## src/rtl/fbt_pkg.sv

```systemverilog
`timescale 1ns / 1ps
// ----------------------------------------------------------------------------
// fbt_pkg: shared types and constants of the belief triangulation block
// Widths, register indexes, the sequencer state type and the control
// bundle that the sequencer drives into every entry cell.
// ----------------------------------------------------------------------------
package fbt_pkg;

    // Sizes of the entry row and of the data fields.
    localparam int MAX_ENTRIES = 8;
    localparam int IDX_W       = 3;
    localparam int CNT_W       = 4;
    localparam int STATE_W     = 16;
    localparam int PROB_W      = 17;
    localparam int FRAC_W      = 16;
    localparam int RES_W       = 8;
    localparam int TOL_W       = 16;
    localparam int FLOOR_W     = RES_W + 1;
    localparam int PROD_W      = PROB_W + RES_W;
    localparam int WEIGHT_W    = FRAC_W + 1;
    localparam int CFG_IDX_W   = 2;
    localparam int CFG_DATA_W  = 16;

    // The value one in the fraction format.
    localparam logic [WEIGHT_W-1:0] ONE_F = WEIGHT_W'(1) << FRAC_W;

    // Configuration register indexes.
    localparam logic [CFG_IDX_W-1:0] CFG_RESOLUTION = 2'd0;
    localparam logic [CFG_IDX_W-1:0] CFG_DYNAMIC    = 2'd1;
    localparam logic [CFG_IDX_W-1:0] CFG_TOLERANCE  = 2'd2;

    // Sequencer states.
    typedef enum logic [3:0] {
        S_IDLE,
        S_PREP,
        S_SMUL,
        S_SEVAL,
        S_CMUL,
        S_CHAIN,
        S_RANK,
        S_VSEL,
        S_VEMIT,
        S_FLUSH
    } t_state;

    // Control bundle broadcast to the cells.
    typedef struct packed {
        logic load;
        logic set_one;
        logic latch;
        logic inc;
        logic rank_clr;
        logic rank_step;
    } t_cell_ctl;

endpackage

```

## src/rtl/fbt_cell.sv

```systemverilog
`timescale 1ns / 1ps
// ----------------------------------------------------------------------------
// fbt_cell: one entry cell of the triangulation row
// Holds the state index, probability, grid floor, fraction and sort rank of
// one belief entry, and works out its own product, miss flag and numerator.
// ----------------------------------------------------------------------------
module fbt_cell
    import fbt_pkg::*;
(
    input  logic                i_clk,
    input  t_cell_ctl           i_ctl,
    input  logic                i_sel,
    input  logic [IDX_W-1:0]    i_idx,
    input  logic [CNT_W-1:0]    i_cnt,
    input  logic [STATE_W-1:0]  i_state,
    input  logic [PROB_W-1:0]   i_prob,
    input  logic [RES_W-1:0]    i_r,
    input  logic [TOL_W-1:0]    i_tol,
    input  logic [PROD_W-1:0]   i_x,
    input  logic [IDX_W-1:0]    i_bc_idx,
    input  logic [FRAC_W-1:0]   i_bc_frac,
    input  logic [FLOOR_W-1:0]  i_floor_next,
    output logic [PROD_W-1:0]   o_prod,
    output logic                o_miss,
    output logic                o_active,
    output logic [FLOOR_W-1:0]  o_floor,
    output logic [FRAC_W-1:0]   o_frac,
    output logic [IDX_W-1:0]    o_rank,
    output logic [STATE_W-1:0]  o_state,
    output logic [FLOOR_W-1:0]  o_num
);

    logic [STATE_W-1:0]  r_state;
    logic [PROB_W-1:0]   r_prob;
    logic [PROD_W-1:0]   r_prod;
    logic [FLOOR_W-1:0]  r_floor;
    logic [FRAC_W-1:0]   r_frac;
    logic [IDX_W-1:0]    r_rank;
    logic                w_active;
    logic [WEIGHT_W-1:0] w_f;
    logic [WEIGHT_W-1:0] w_fc;
    logic [WEIGHT_W-1:0] w_dist;
    logic                w_beats;

    assign w_active = {1'b0, i_idx} < i_cnt;

    // Distance of the scaled probability to the nearest integer.
    assign w_f    = {1'b0, r_prod[FRAC_W-1:0]};
    assign w_fc   = ONE_F - w_f;
    assign w_dist = (w_f <= w_fc) ? w_f : w_fc;

    // The broadcast entry sorts ahead of this one: larger fraction, or equal
    // fraction at a lower position.
    assign w_beats = (i_bc_idx != i_idx) &&
                     ((i_bc_frac > r_frac) || ((i_bc_frac == r_frac) && (i_bc_idx < i_idx)));

    // Product of the probability and the broadcast resolution.
    always_ff @(posedge i_clk) begin
        r_prod <= PROD_W'(r_prob) * PROD_W'(i_r);
    end

    // Entry storage and triangulation values.
    always_ff @(posedge i_clk) begin
        if (i_sel && i_ctl.load) begin
            r_state <= i_state;
            r_prob  <= i_prob;
        end
        if (i_sel && i_ctl.set_one) begin
            r_prob <= PROB_W'(ONE_F);
        end
        if (i_sel && i_ctl.latch) begin
            r_floor <= w_active ? {1'b0, i_x[FRAC_W+RES_W-1:FRAC_W]} : '0;
            r_frac  <= i_x[FRAC_W-1:0];
        end
        if (i_sel && i_ctl.inc) begin
            r_floor <= r_floor + FLOOR_W'(1);
        end
        if (i_ctl.rank_clr) begin
            r_rank <= '0;
        end else if (i_ctl.rank_step && w_beats) begin
            r_rank <= r_rank + IDX_W'(1);
        end
    end

    assign o_prod   = r_prod;
    assign o_miss   = w_active && (w_dist > {1'b0, i_tol});
    assign o_active = w_active;
    assign o_floor  = r_floor;
    assign o_frac   = r_frac;
    assign o_rank   = r_rank;
    assign o_state  = r_state;
    assign o_num    = r_floor - i_floor_next;

endmodule

```

## src/rtl/freudenthal_belief_triangulation_top.sv

```systemverilog
`timescale 1ns / 1ps
// ----------------------------------------------------------------------------
// freudenthal_belief_triangulation_top: grid triangulation of one belief
// Collects belief entries into a row of cells and emits the grid vertices
// of the Freudenthal triangulation with their barycentric weights.
// ----------------------------------------------------------------------------
// An entry is taken on each i_start while o_busy is low; the final entry of a
// belief (or the eighth) starts the triangulation and raises o_busy until the
// cycle in which the last result is on the outputs. In dynamic mode the run
// first searches the resolution (up to (N+1)/2 candidates), then works the
// floor chain and the rank pass, and for each sorted step selects a vertex
// and emits it if it is kept, between a setup and a flush state.
// Results appear on o_valid for one cycle each, with no back pressure, so the
// receiver must take every strobe. Configuration writes are always ready and
// belong in the idle time between beliefs.
module freudenthal_belief_triangulation_top
    import fbt_pkg::*;
(
    input  logic                  i_clk,
    input  logic                  i_rst_n,
    input  logic                  i_start,
    output logic                  o_busy,
    input  logic [STATE_W-1:0]    i_state_index,
    input  logic [PROB_W-1:0]     i_probability,
    input  logic                  i_last_entry,
    input  logic                  i_cfg_valid,
    output logic                  o_cfg_ready,
    input  logic [CFG_IDX_W-1:0]  i_cfg_index,
    input  logic [CFG_DATA_W-1:0] i_cfg_data,
    output logic                  o_valid,
    output logic [WEIGHT_W-1:0]   o_vertex_weight,
    output logic [STATE_W-1:0]    o_entry_state,
    output logic [RES_W-1:0]      o_entry_numerator,
    output logic [RES_W-1:0]      o_used_resolution,
    output logic                  o_vertex_end,
    output logic                  o_last
);

    t_state r_st, n_st;

    logic [RES_W-1:0]    r_res;
    logic                r_dyn;
    logic [TOL_W-1:0]    r_tol;
    logic [CNT_W-1:0]    r_cnt;
    logic [RES_W-1:0]    r_n;
    logic [RES_W-1:0]    r_r;
    logic [RES_W-1:0]    r_best;
    logic [CNT_W-1:0]    r_bm;
    logic [PROD_W-1:0]   r_x;
    logic [IDX_W-1:0]    r_k;
    logic [IDX_W-1:0]    r_i;
    logic [IDX_W-1:0]    r_prev;
    logic [IDX_W-1:0]    r_cur;
    logic [WEIGHT_W-1:0] r_w;
    logic                r_vfirst;
    logic                r_p_valid;
    logic [WEIGHT_W-1:0] r_p_w;
    logic [STATE_W-1:0]  r_p_state;
    logic [RES_W-1:0]    r_p_num;
    logic                r_o_valid;
    logic [WEIGHT_W-1:0] r_o_w;
    logic [STATE_W-1:0]  r_o_state;
    logic [RES_W-1:0]    r_o_num;
    logic [RES_W-1:0]    r_o_res;
    logic                r_o_vend;
    logic                r_o_last;

    t_cell_ctl              w_ctl;
    logic [MAX_ENTRIES-1:0] w_sel;
    logic [PROD_W-1:0]      w_prod   [MAX_ENTRIES];
    logic [FLOOR_W-1:0]     w_floor  [MAX_ENTRIES];
    logic [FLOOR_W-1:0]     w_fnext  [MAX_ENTRIES];
    logic [FRAC_W-1:0]      w_frac   [MAX_ENTRIES];
    logic [IDX_W-1:0]       w_rank   [MAX_ENTRIES];
    logic [STATE_W-1:0]     w_cstate [MAX_ENTRIES];
    logic [FLOOR_W-1:0]     w_num    [MAX_ENTRIES];
    logic [MAX_ENTRIES-1:0] w_miss;
    logic [MAX_ENTRIES-1:0] w_active;
    logic [CNT_W-1:0]       w_miss_cnt;
    logic                   w_worse;
    logic                   w_search_done;
    logic [RES_W:0]         w_twice_next;
    logic [IDX_W-1:0]       w_last_idx;
    logic                   w_accept_final;
    logic [IDX_W-1:0]       w_cur_enc;
    logic [IDX_W-1:0]       w_tail_enc;
    logic [IDX_W-1:0]       w_prev_eff;
    logic [WEIGHT_W-1:0]    w_weight;
    logic                   w_keep;
    logic [PROD_W-1:0]      w_step;
    logic [IDX_W-1:0]       w_bc_idx;
    logic [FLOOR_W-1:0]     w_num_j;
    logic                   w_new_res;

    assign w_last_idx     = r_cnt[IDX_W-1:0] - IDX_W'(1);
    assign w_accept_final = i_last_entry || (r_cnt == CNT_W'(MAX_ENTRIES - 1));

    // Row of entry cells; each cell sees its right neighbor's floor.
    for (genvar g = 0; g < MAX_ENTRIES; g++) begin : g_cell
        if (g < MAX_ENTRIES - 1) begin : g_mid
            assign w_fnext[g] = w_floor[g+1];
        end else begin : g_end
            assign w_fnext[g] = '0;
        end
        fbt_cell u_cell (
            .i_clk        (i_clk),
            .i_ctl        (w_ctl),
            .i_sel        (w_sel[g]),
            .i_idx        (IDX_W'(g)),
            .i_cnt        (r_cnt),
            .i_state      (i_state_index),
            .i_prob       (i_probability),
            .i_r          (r_r),
            .i_tol        (r_tol),
            .i_x          (r_x),
            .i_bc_idx     (w_bc_idx),
            .i_bc_frac    (w_frac[w_bc_idx]),
            .i_floor_next (w_fnext[g]),
            .o_prod       (w_prod[g]),
            .o_miss       (w_miss[g]),
            .o_active     (w_active[g]),
            .o_floor      (w_floor[g]),
            .o_frac       (w_frac[g]),
            .o_rank       (w_rank[g]),
            .o_state      (w_cstate[g]),
            .o_num        (w_num[g])
        );
    end

    // Sorted-order lookups: the cell at the current step and the tail cell.
    always_comb begin
        w_cur_enc  = '0;
        w_tail_enc = '0;
        for (int c = 0; c < MAX_ENTRIES; c++) begin
            if (w_active[c] && (w_rank[c] == r_i)) begin
                w_cur_enc = IDX_W'(c);
            end
            if (w_active[c] && (w_rank[c] == w_last_idx)) begin
                w_tail_enc = IDX_W'(c);
            end
        end
    end

    assign w_prev_eff = (r_i == '0) ? w_tail_enc : r_prev;
    assign w_weight   = ((r_i == '0) ? ONE_F : '0) + {1'b0, w_frac[w_prev_eff]}
                        - {1'b0, w_frac[w_cur_enc]};
    assign w_keep     = w_weight > {1'b0, r_tol};

    // Resolution search bookkeeping.
    assign w_miss_cnt    = CNT_W'($countones(w_miss));
    assign w_worse       = w_miss_cnt >= r_bm;
    assign w_twice_next  = {r_r - RES_W'(1), 1'b0};
    assign w_search_done = (!w_worse && (w_miss_cnt == '0)) ||
                           !(w_twice_next > {1'b0, r_n});

    assign w_step    = w_prod[r_k];
    assign w_bc_idx  = r_k;
    assign w_num_j   = w_num[r_k];
    assign w_new_res = (w_num_j != '0);

    // Configuration writes.
    assign o_cfg_ready = 1'b1;

    always_ff @(posedge i_clk) begin
        if (!i_rst_n) begin
            r_res <= RES_W'(8);
            r_dyn <= 1'b0;
            r_tol <= TOL_W'(1);
        end else if (i_cfg_valid) begin
            unique case (i_cfg_index)
                CFG_RESOLUTION: r_res <= i_cfg_data[RES_W-1:0];
                CFG_DYNAMIC:    r_dyn <= i_cfg_data[0];
                CFG_TOLERANCE:  r_tol <= i_cfg_data[TOL_W-1:0];
                default: ;
            endcase
        end
    end

    // Next state.
    always_comb begin
        n_st = r_st;
        unique case (r_st)
            S_IDLE:  if (i_start && w_accept_final) n_st = S_PREP;
            S_PREP:  n_st = ((r_cnt == CNT_W'(1)) || !r_dyn) ? S_CMUL : S_SMUL;
            S_SMUL:  n_st = S_SEVAL;
            S_SEVAL: n_st = w_search_done ? S_CMUL : S_SMUL;
            S_CMUL:  n_st = S_CHAIN;
            S_CHAIN: if (r_k == IDX_W'(MAX_ENTRIES - 1)) n_st = S_RANK;
            S_RANK:  if (r_k == w_last_idx) n_st = S_VSEL;
            S_VSEL: begin
                if (w_keep) begin
                    n_st = S_VEMIT;
                end else if (r_i == w_last_idx) begin
                    n_st = S_FLUSH;
                end
            end
            S_VEMIT: begin
                if (r_k == w_last_idx) begin
                    n_st = (r_i == w_last_idx) ? S_FLUSH : S_VSEL;
                end
            end
            S_FLUSH: n_st = S_IDLE;
            default: n_st = S_IDLE;
        endcase
    end

    // Cell control outputs.
    always_comb begin
        w_ctl = '0;
        w_sel = '0;
        unique case (r_st)
            S_IDLE: begin
                w_ctl.load = i_start;
                w_sel      = MAX_ENTRIES'(1) << r_cnt[IDX_W-1:0];
            end
            S_PREP: begin
                w_ctl.set_one = (r_cnt == CNT_W'(1));
                w_sel         = MAX_ENTRIES'(1);
            end
            S_CMUL: w_ctl.rank_clr = 1'b1;
            S_CHAIN: begin
                w_ctl.latch = 1'b1;
                w_sel       = MAX_ENTRIES'(1) << r_k;
            end
            S_RANK: w_ctl.rank_step = 1'b1;
            S_VSEL: begin
                w_ctl.inc = (r_i != '0);
                w_sel     = MAX_ENTRIES'(1) << w_prev_eff;
            end
            default: ;
        endcase
    end

    // Sequencer state register.
    always_ff @(posedge i_clk) begin
        if (!i_rst_n) begin
            r_st <= S_IDLE;
        end else begin
            r_st <= n_st;
        end
    end

    // Control counters and pending result flags.
    always_ff @(posedge i_clk) begin
        if (!i_rst_n) begin
            r_cnt     <= '0;
            r_p_valid <= 1'b0;
            r_o_valid <= 1'b0;
        end else begin
            r_o_valid <= ((r_st == S_VEMIT && w_new_res) || (r_st == S_FLUSH)) && r_p_valid;
            if (r_st == S_IDLE && i_start) begin
                r_cnt <= r_cnt + CNT_W'(1);
            end
            if (r_st == S_VEMIT && w_new_res) begin
                r_p_valid <= 1'b1;
            end
            if (r_st == S_FLUSH) begin
                r_cnt     <= '0;
                r_p_valid <= 1'b0;
            end
        end
    end

    // Datapath registers.
    always_ff @(posedge i_clk) begin
        case (r_st)
            S_PREP: begin
                r_n    <= (r_res == '0) ? RES_W'(1) : r_res;
                r_r    <= (r_res == '0) ? RES_W'(1) : r_res;
                r_best <= (r_res == '0) ? RES_W'(1) : r_res;
                r_bm   <= r_cnt + CNT_W'(1);
            end
            S_SEVAL: begin
                if (!w_worse) begin
                    r_best <= r_r;
                    r_bm   <= w_miss_cnt;
                end
                if (w_search_done) begin
                    r_r <= w_worse ? r_best : r_r;
                end else begin
                    r_r <= r_r - RES_W'(1);
                end
            end
            S_CMUL: begin
                r_x <= PROD_W'(r_r) << FRAC_W;
                r_k <= '0;
            end
            S_CHAIN: begin
                r_x <= (r_x > w_step) ? r_x - w_step : '0;
                r_k <= (r_k == IDX_W'(MAX_ENTRIES - 1)) ? '0 : r_k + IDX_W'(1);
            end
            S_RANK: begin
                r_k <= r_k + IDX_W'(1);
                r_i <= '0;
            end
            S_VSEL: begin
                r_w      <= w_weight;
                r_cur    <= w_cur_enc;
                r_k      <= '0;
                r_vfirst <= 1'b1;
                if (!w_keep) begin
                    r_prev <= w_cur_enc;
                    r_i    <= r_i + IDX_W'(1);
                end else begin
                    r_prev <= w_prev_eff;
                end
            end
            S_VEMIT: begin
                r_k <= r_k + IDX_W'(1);
                if (r_k == w_last_idx) begin
                    r_prev <= r_cur;
                    r_i    <= r_i + IDX_W'(1);
                end
                if (w_new_res) begin
                    r_p_w     <= r_w;
                    r_p_state <= w_cstate[r_k];
                    r_p_num   <= w_num_j[RES_W-1:0];
                    r_vfirst  <= 1'b0;
                    r_o_w     <= r_p_w;
                    r_o_state <= r_p_state;
                    r_o_num   <= r_p_num;
                    r_o_res   <= r_r;
                    r_o_vend  <= r_vfirst;
                    r_o_last  <= 1'b0;
                end
            end
            S_FLUSH: begin
                r_o_w     <= r_p_w;
                r_o_state <= r_p_state;
                r_o_num   <= r_p_num;
                r_o_res   <= r_r;
                r_o_vend  <= 1'b1;
                r_o_last  <= 1'b1;
            end
            default: ;
        endcase
    end

    assign o_busy            = (r_st != S_IDLE);
    assign o_valid           = r_o_valid;
    assign o_vertex_weight   = r_o_w;
    assign o_entry_state     = r_o_state;
    assign o_entry_numerator = r_o_num;
    assign o_used_resolution = r_o_res;
    assign o_vertex_end      = r_o_vend;
    assign o_last            = r_o_last;

endmodule

```

## config.mk

```make
export PLATFORM = sky130hd
export DESIGN_NAME = freudenthal_belief_triangulation_top
export DESIGN_NICKNAME = d
export VERILOG_FILES = /design/src/rtl/fbt_pkg.sv /design/src/rtl/fbt_cell.sv /design/src/rtl/freudenthal_belief_triangulation_top.sv
export SDC_FILE = /design/constraint.sdc
export NUM_CORES = 2
export LEC_CHECK = 0
export ABC_CLOCK_PERIOD_IN_PS = 12200
export BUFFER_PORTS_ARGS = -buffer_cell sky130_fd_sc_hd__buf_4
export CAP_MARGIN = 30
export CORE_ASPECT_RATIO = 0.8
export CORE_UTILIZATION = 50
export DETAILED_ROUTE_END_ITERATION = 8
export PLACE_DENSITY = 0.69
export SLEW_MARGIN = 0
export SYNTH_ARGS = -nofsm -noshare
export SYNTH_HDL_FRONTEND = slang
export SYNTH_HIERARCHICAL = 1
export SYNTH_SLANG_ARGS = --single-unit
```

## constraint.sdc

```tcl
create_clock -name i_clk -period 12.2 [get_ports i_clk]
set_input_delay 1.22 -clock i_clk [delete_from_list [all_inputs] [get_ports i_clk]]
set_output_delay 1.22 -clock i_clk [all_outputs]
set_load 0.02 [all_outputs]
```

==> Implementation_results.wiki <==
{| class="wikitable"
! Metric !! Value
|-
| Drt total wl || about 260 mm
|-
| Hold path startpoint || r_p_w[11]
|-
| Launch point of the worst reg-to-reg path || g_cell[1].u_cell/o_prod[9]
|-
| Hold-critical path depth || 0
|-
| Total Power Consumption || roughly 25 mW
|-
| GR Util All Layers || ~30%
|-
| Count of final hold-check violations || 0
|-
| Max Cap Violations || 0
|-
| Mean instance size in the synthesized netlist || roughly 9.5 sq um
|-
| Ratio of final minimum period to clock period || 76.6%
|-
| HPWL reported at the end of detailed placement || about 200 mm
|-
| Clock edge transition at the registers on the reported setup and hold paths || about 0.07 ns
|-
| Filler cell count || around 15000
|-
| DRC violations left || 0
|-
| Critical Path Fanout Max || 13
|-
| Routed len/inst || 22.8 um
|-
| Total gr overflow || 0
|-
| Setup violators final || 0
|-
| Setup slack of the worst register-to-register path || ~2.8 ns
|-
| Die Y || about 380 um
|-
| Number of placed instances, taps included || around 11000
|-
| H-tree Lvls || 3
|-
| Tightest Pin Transition || between 1 and 1.5 ns
|-
| Initial core utilization || 50.5%
|-
| Maximum cell stage delay along the critical path || between 0.5 and 0.6 ns
|-
| Worst path required time || 12.72 ns
|-
| Cell class contributing the biggest share of worst-path delay || adder cells
|-
| Number of global-route vias before repair || 67500
|-
| Die Footprint || approximately 180000 sq um
|-
| Non-filler cells in the finished layout || roughly 12000
|-
| Buffer cell driving the clock tree root || clkbuf_16
|-
| Number of CTS-inserted buffers || 100
|-
| Vias after detailed routing || slightly below 70000
|-
| Number of buffer cells added on primary ports || 108
|-
| Final worst path period need || roughly 9.4 ns
|-
| Hold WS || between 0.4 and 0.5 ns
|-
| Routability congestion estimate || between 0.9 and 1
|-
| Setup repair bufs after CTS || 0
|-
| Worst R2R Path Depth || 37
|-
| Fin Clk Skew || approximately 0.055 ns
|-
| Number of clock sinks || between 800 and 900
|-
| Number of instances in the synthesized netlist || slightly above 9000
|-
| Type of origin of the critical path || flip-flop
|-
| Residual antenna-violating net count after detailed routing || 0
|-
| Worst reg2reg path endpoint || r_r[0]
|-
| Leakage power || about 42 nW
|-
| Die width || 469 um
|-
| Clock tree from TritonCTS || yes
|-
| Most frequent cells in the layout || 1293 x inv_1, 1248 x nand2_1, 859 x ha_1
|-
| Timing-limited maximum frequency || 0.107 GHz
|-
| Largest net degree at the start of global routing || ~140
|-
| Drt via density || between 5 and 6
|-
| Post-Syn Area || ~87000 sq um
|-
| RSZ-0062 raised after global routing || false
|-
| Number of I/O pins || 110
|-
| 1st-iter DRT viols || around 6400
|-
| Clock latency on the worst-skew pair || just under 0.8 ns
|-
| Layout cell share with drive strength beyond 1 || slightly below 8%
|-
| Outcome || completed
|-
| Hold/Removal Path Class || flip-flop to flip-flop
|-
| Initial DRT Pass Iterations || 6
|-
| Fin. max-slew vios || 0
|-
| Yosys Warn Count || 6
|-
| Area of the placeable core || around 170000 sq um
|-
| Most prevalent standard cell on the critical path || a21oi_1
|-
| Sum of negative setup slack || 0 ns
|-
| Hold path endpoint || o_vertex_weight[11]
|-
| Maximum vdd ir drop || about 0.00038 V
|-
| Number of buffers between clock root and the deepest sink || 3
|-
| Max_slew headroom || 29.1%
|-
| Arr. time, crit path || about 9.9 ns
|-
| Most common cell after layout, fill and taps aside || inv_1
|-
| Type of destination of the critical path || flip-flop
|-
| Initial antenna violation count || 10
|-
| WP buf/inv || 4
|-
| Count of standard-cell rows || about 140
|-
| Net count, final || 10900
|-
| Resized Gates After CTS || 0
|-
| Cts-stage hold buffer count || 0
|-
| PwrDens || roughly 270 nW/um^2
|-
| First-pass GRT wire length || 405 mm
|-
| Worst Setup Path Type || flip-flop to flip-flop
|-
| Area Overhead vs Synth || 7.98%
|-
| Library cell contributing the largest single delay on the critical path || nor4_1
|}
==> report_power, final <==
group / switching [mW] / internal, mW
Combinational: 10.0 / 7.04
Clock: 1.44 / 1.83
Sequential: 1.03 / 4.00
Total: 12.5 / 12.9
==> area by class of cell <==
class                   instances  area (sq um)  area share (%)
multi-input cells            6716         58100            61.8
flip-flops and latches        895         23000            24.4
inverters                    1305          4900            5.21
well taps                    2277          2850            3.03
clock buffers                 121          2820            3.00
repair buffers                193          1610            1.71
clock inverters                68           729           0.776
diodes                         12          30.0          0.0319
==> metal layers <==
| metal | up-vias | global-route usage [%] | share of wire, % |
|---|---|---|---|
| li1 | 30900 | - | - |
| met1 | 34000 | 40.9 | 42 |
| met2 | 2718 | 47.4 | 46 |
| met3 | 476 | 5.91 | 8.0 |
| met4 | 2 | 11.4 | 4.0 |
| met5 | - | 0 | 0.0046 |
==> flip-flops by register name (all words and copies together), names as in the netlist, 16 cells and up <==
name	count
g_cell.u_cell/o_floor	72
g_cell.u_cell/o_frac	128
g_cell.u_cell/o_prod	200
g_cell.u_cell/o_rank	21
g_cell.u_cell/o_state	128
g_cell.u_cell/r_prob	136
o_entry_state	16
o_vertex_weight	17
r_p_state	16
r_p_w	17
r_tol	16
r_w	17
r_x	25
==> metrics by stage <==
step                worst slack (ns)  utilization [%]  cell area [sq um]
global route                    2.23             54.5              94000
finish                          2.85             54.5              94000
detailed placement              2.98             52.4              90300
floorplan                       3.66                -              87300
CTS                             2.96             54.5              93900
global placement                2.57             52.4              90200
==> worst max-delay path by stage <==
stage                               startpoint      end  slack, ns  cells after the start
floorplan           g_cell[0].u_cell/o_prod[5]   r_r[2]       3.66                     35
global placement    g_cell[1].u_cell/o_prod[4]   r_r[0]       2.57                     35
detailed placement  g_cell[1].u_cell/o_prod[4]   r_r[0]       2.98                     37
CTS                 g_cell[1].u_cell/o_prod[4]   r_r[0]       2.96                     37
global route        g_cell[1].u_cell/o_prod[9]  r_st[1]       2.23                     37
finish              g_cell[1].u_cell/o_prod[9]   r_r[0]       2.85                     37
Power figures use the tool's default switching activity.
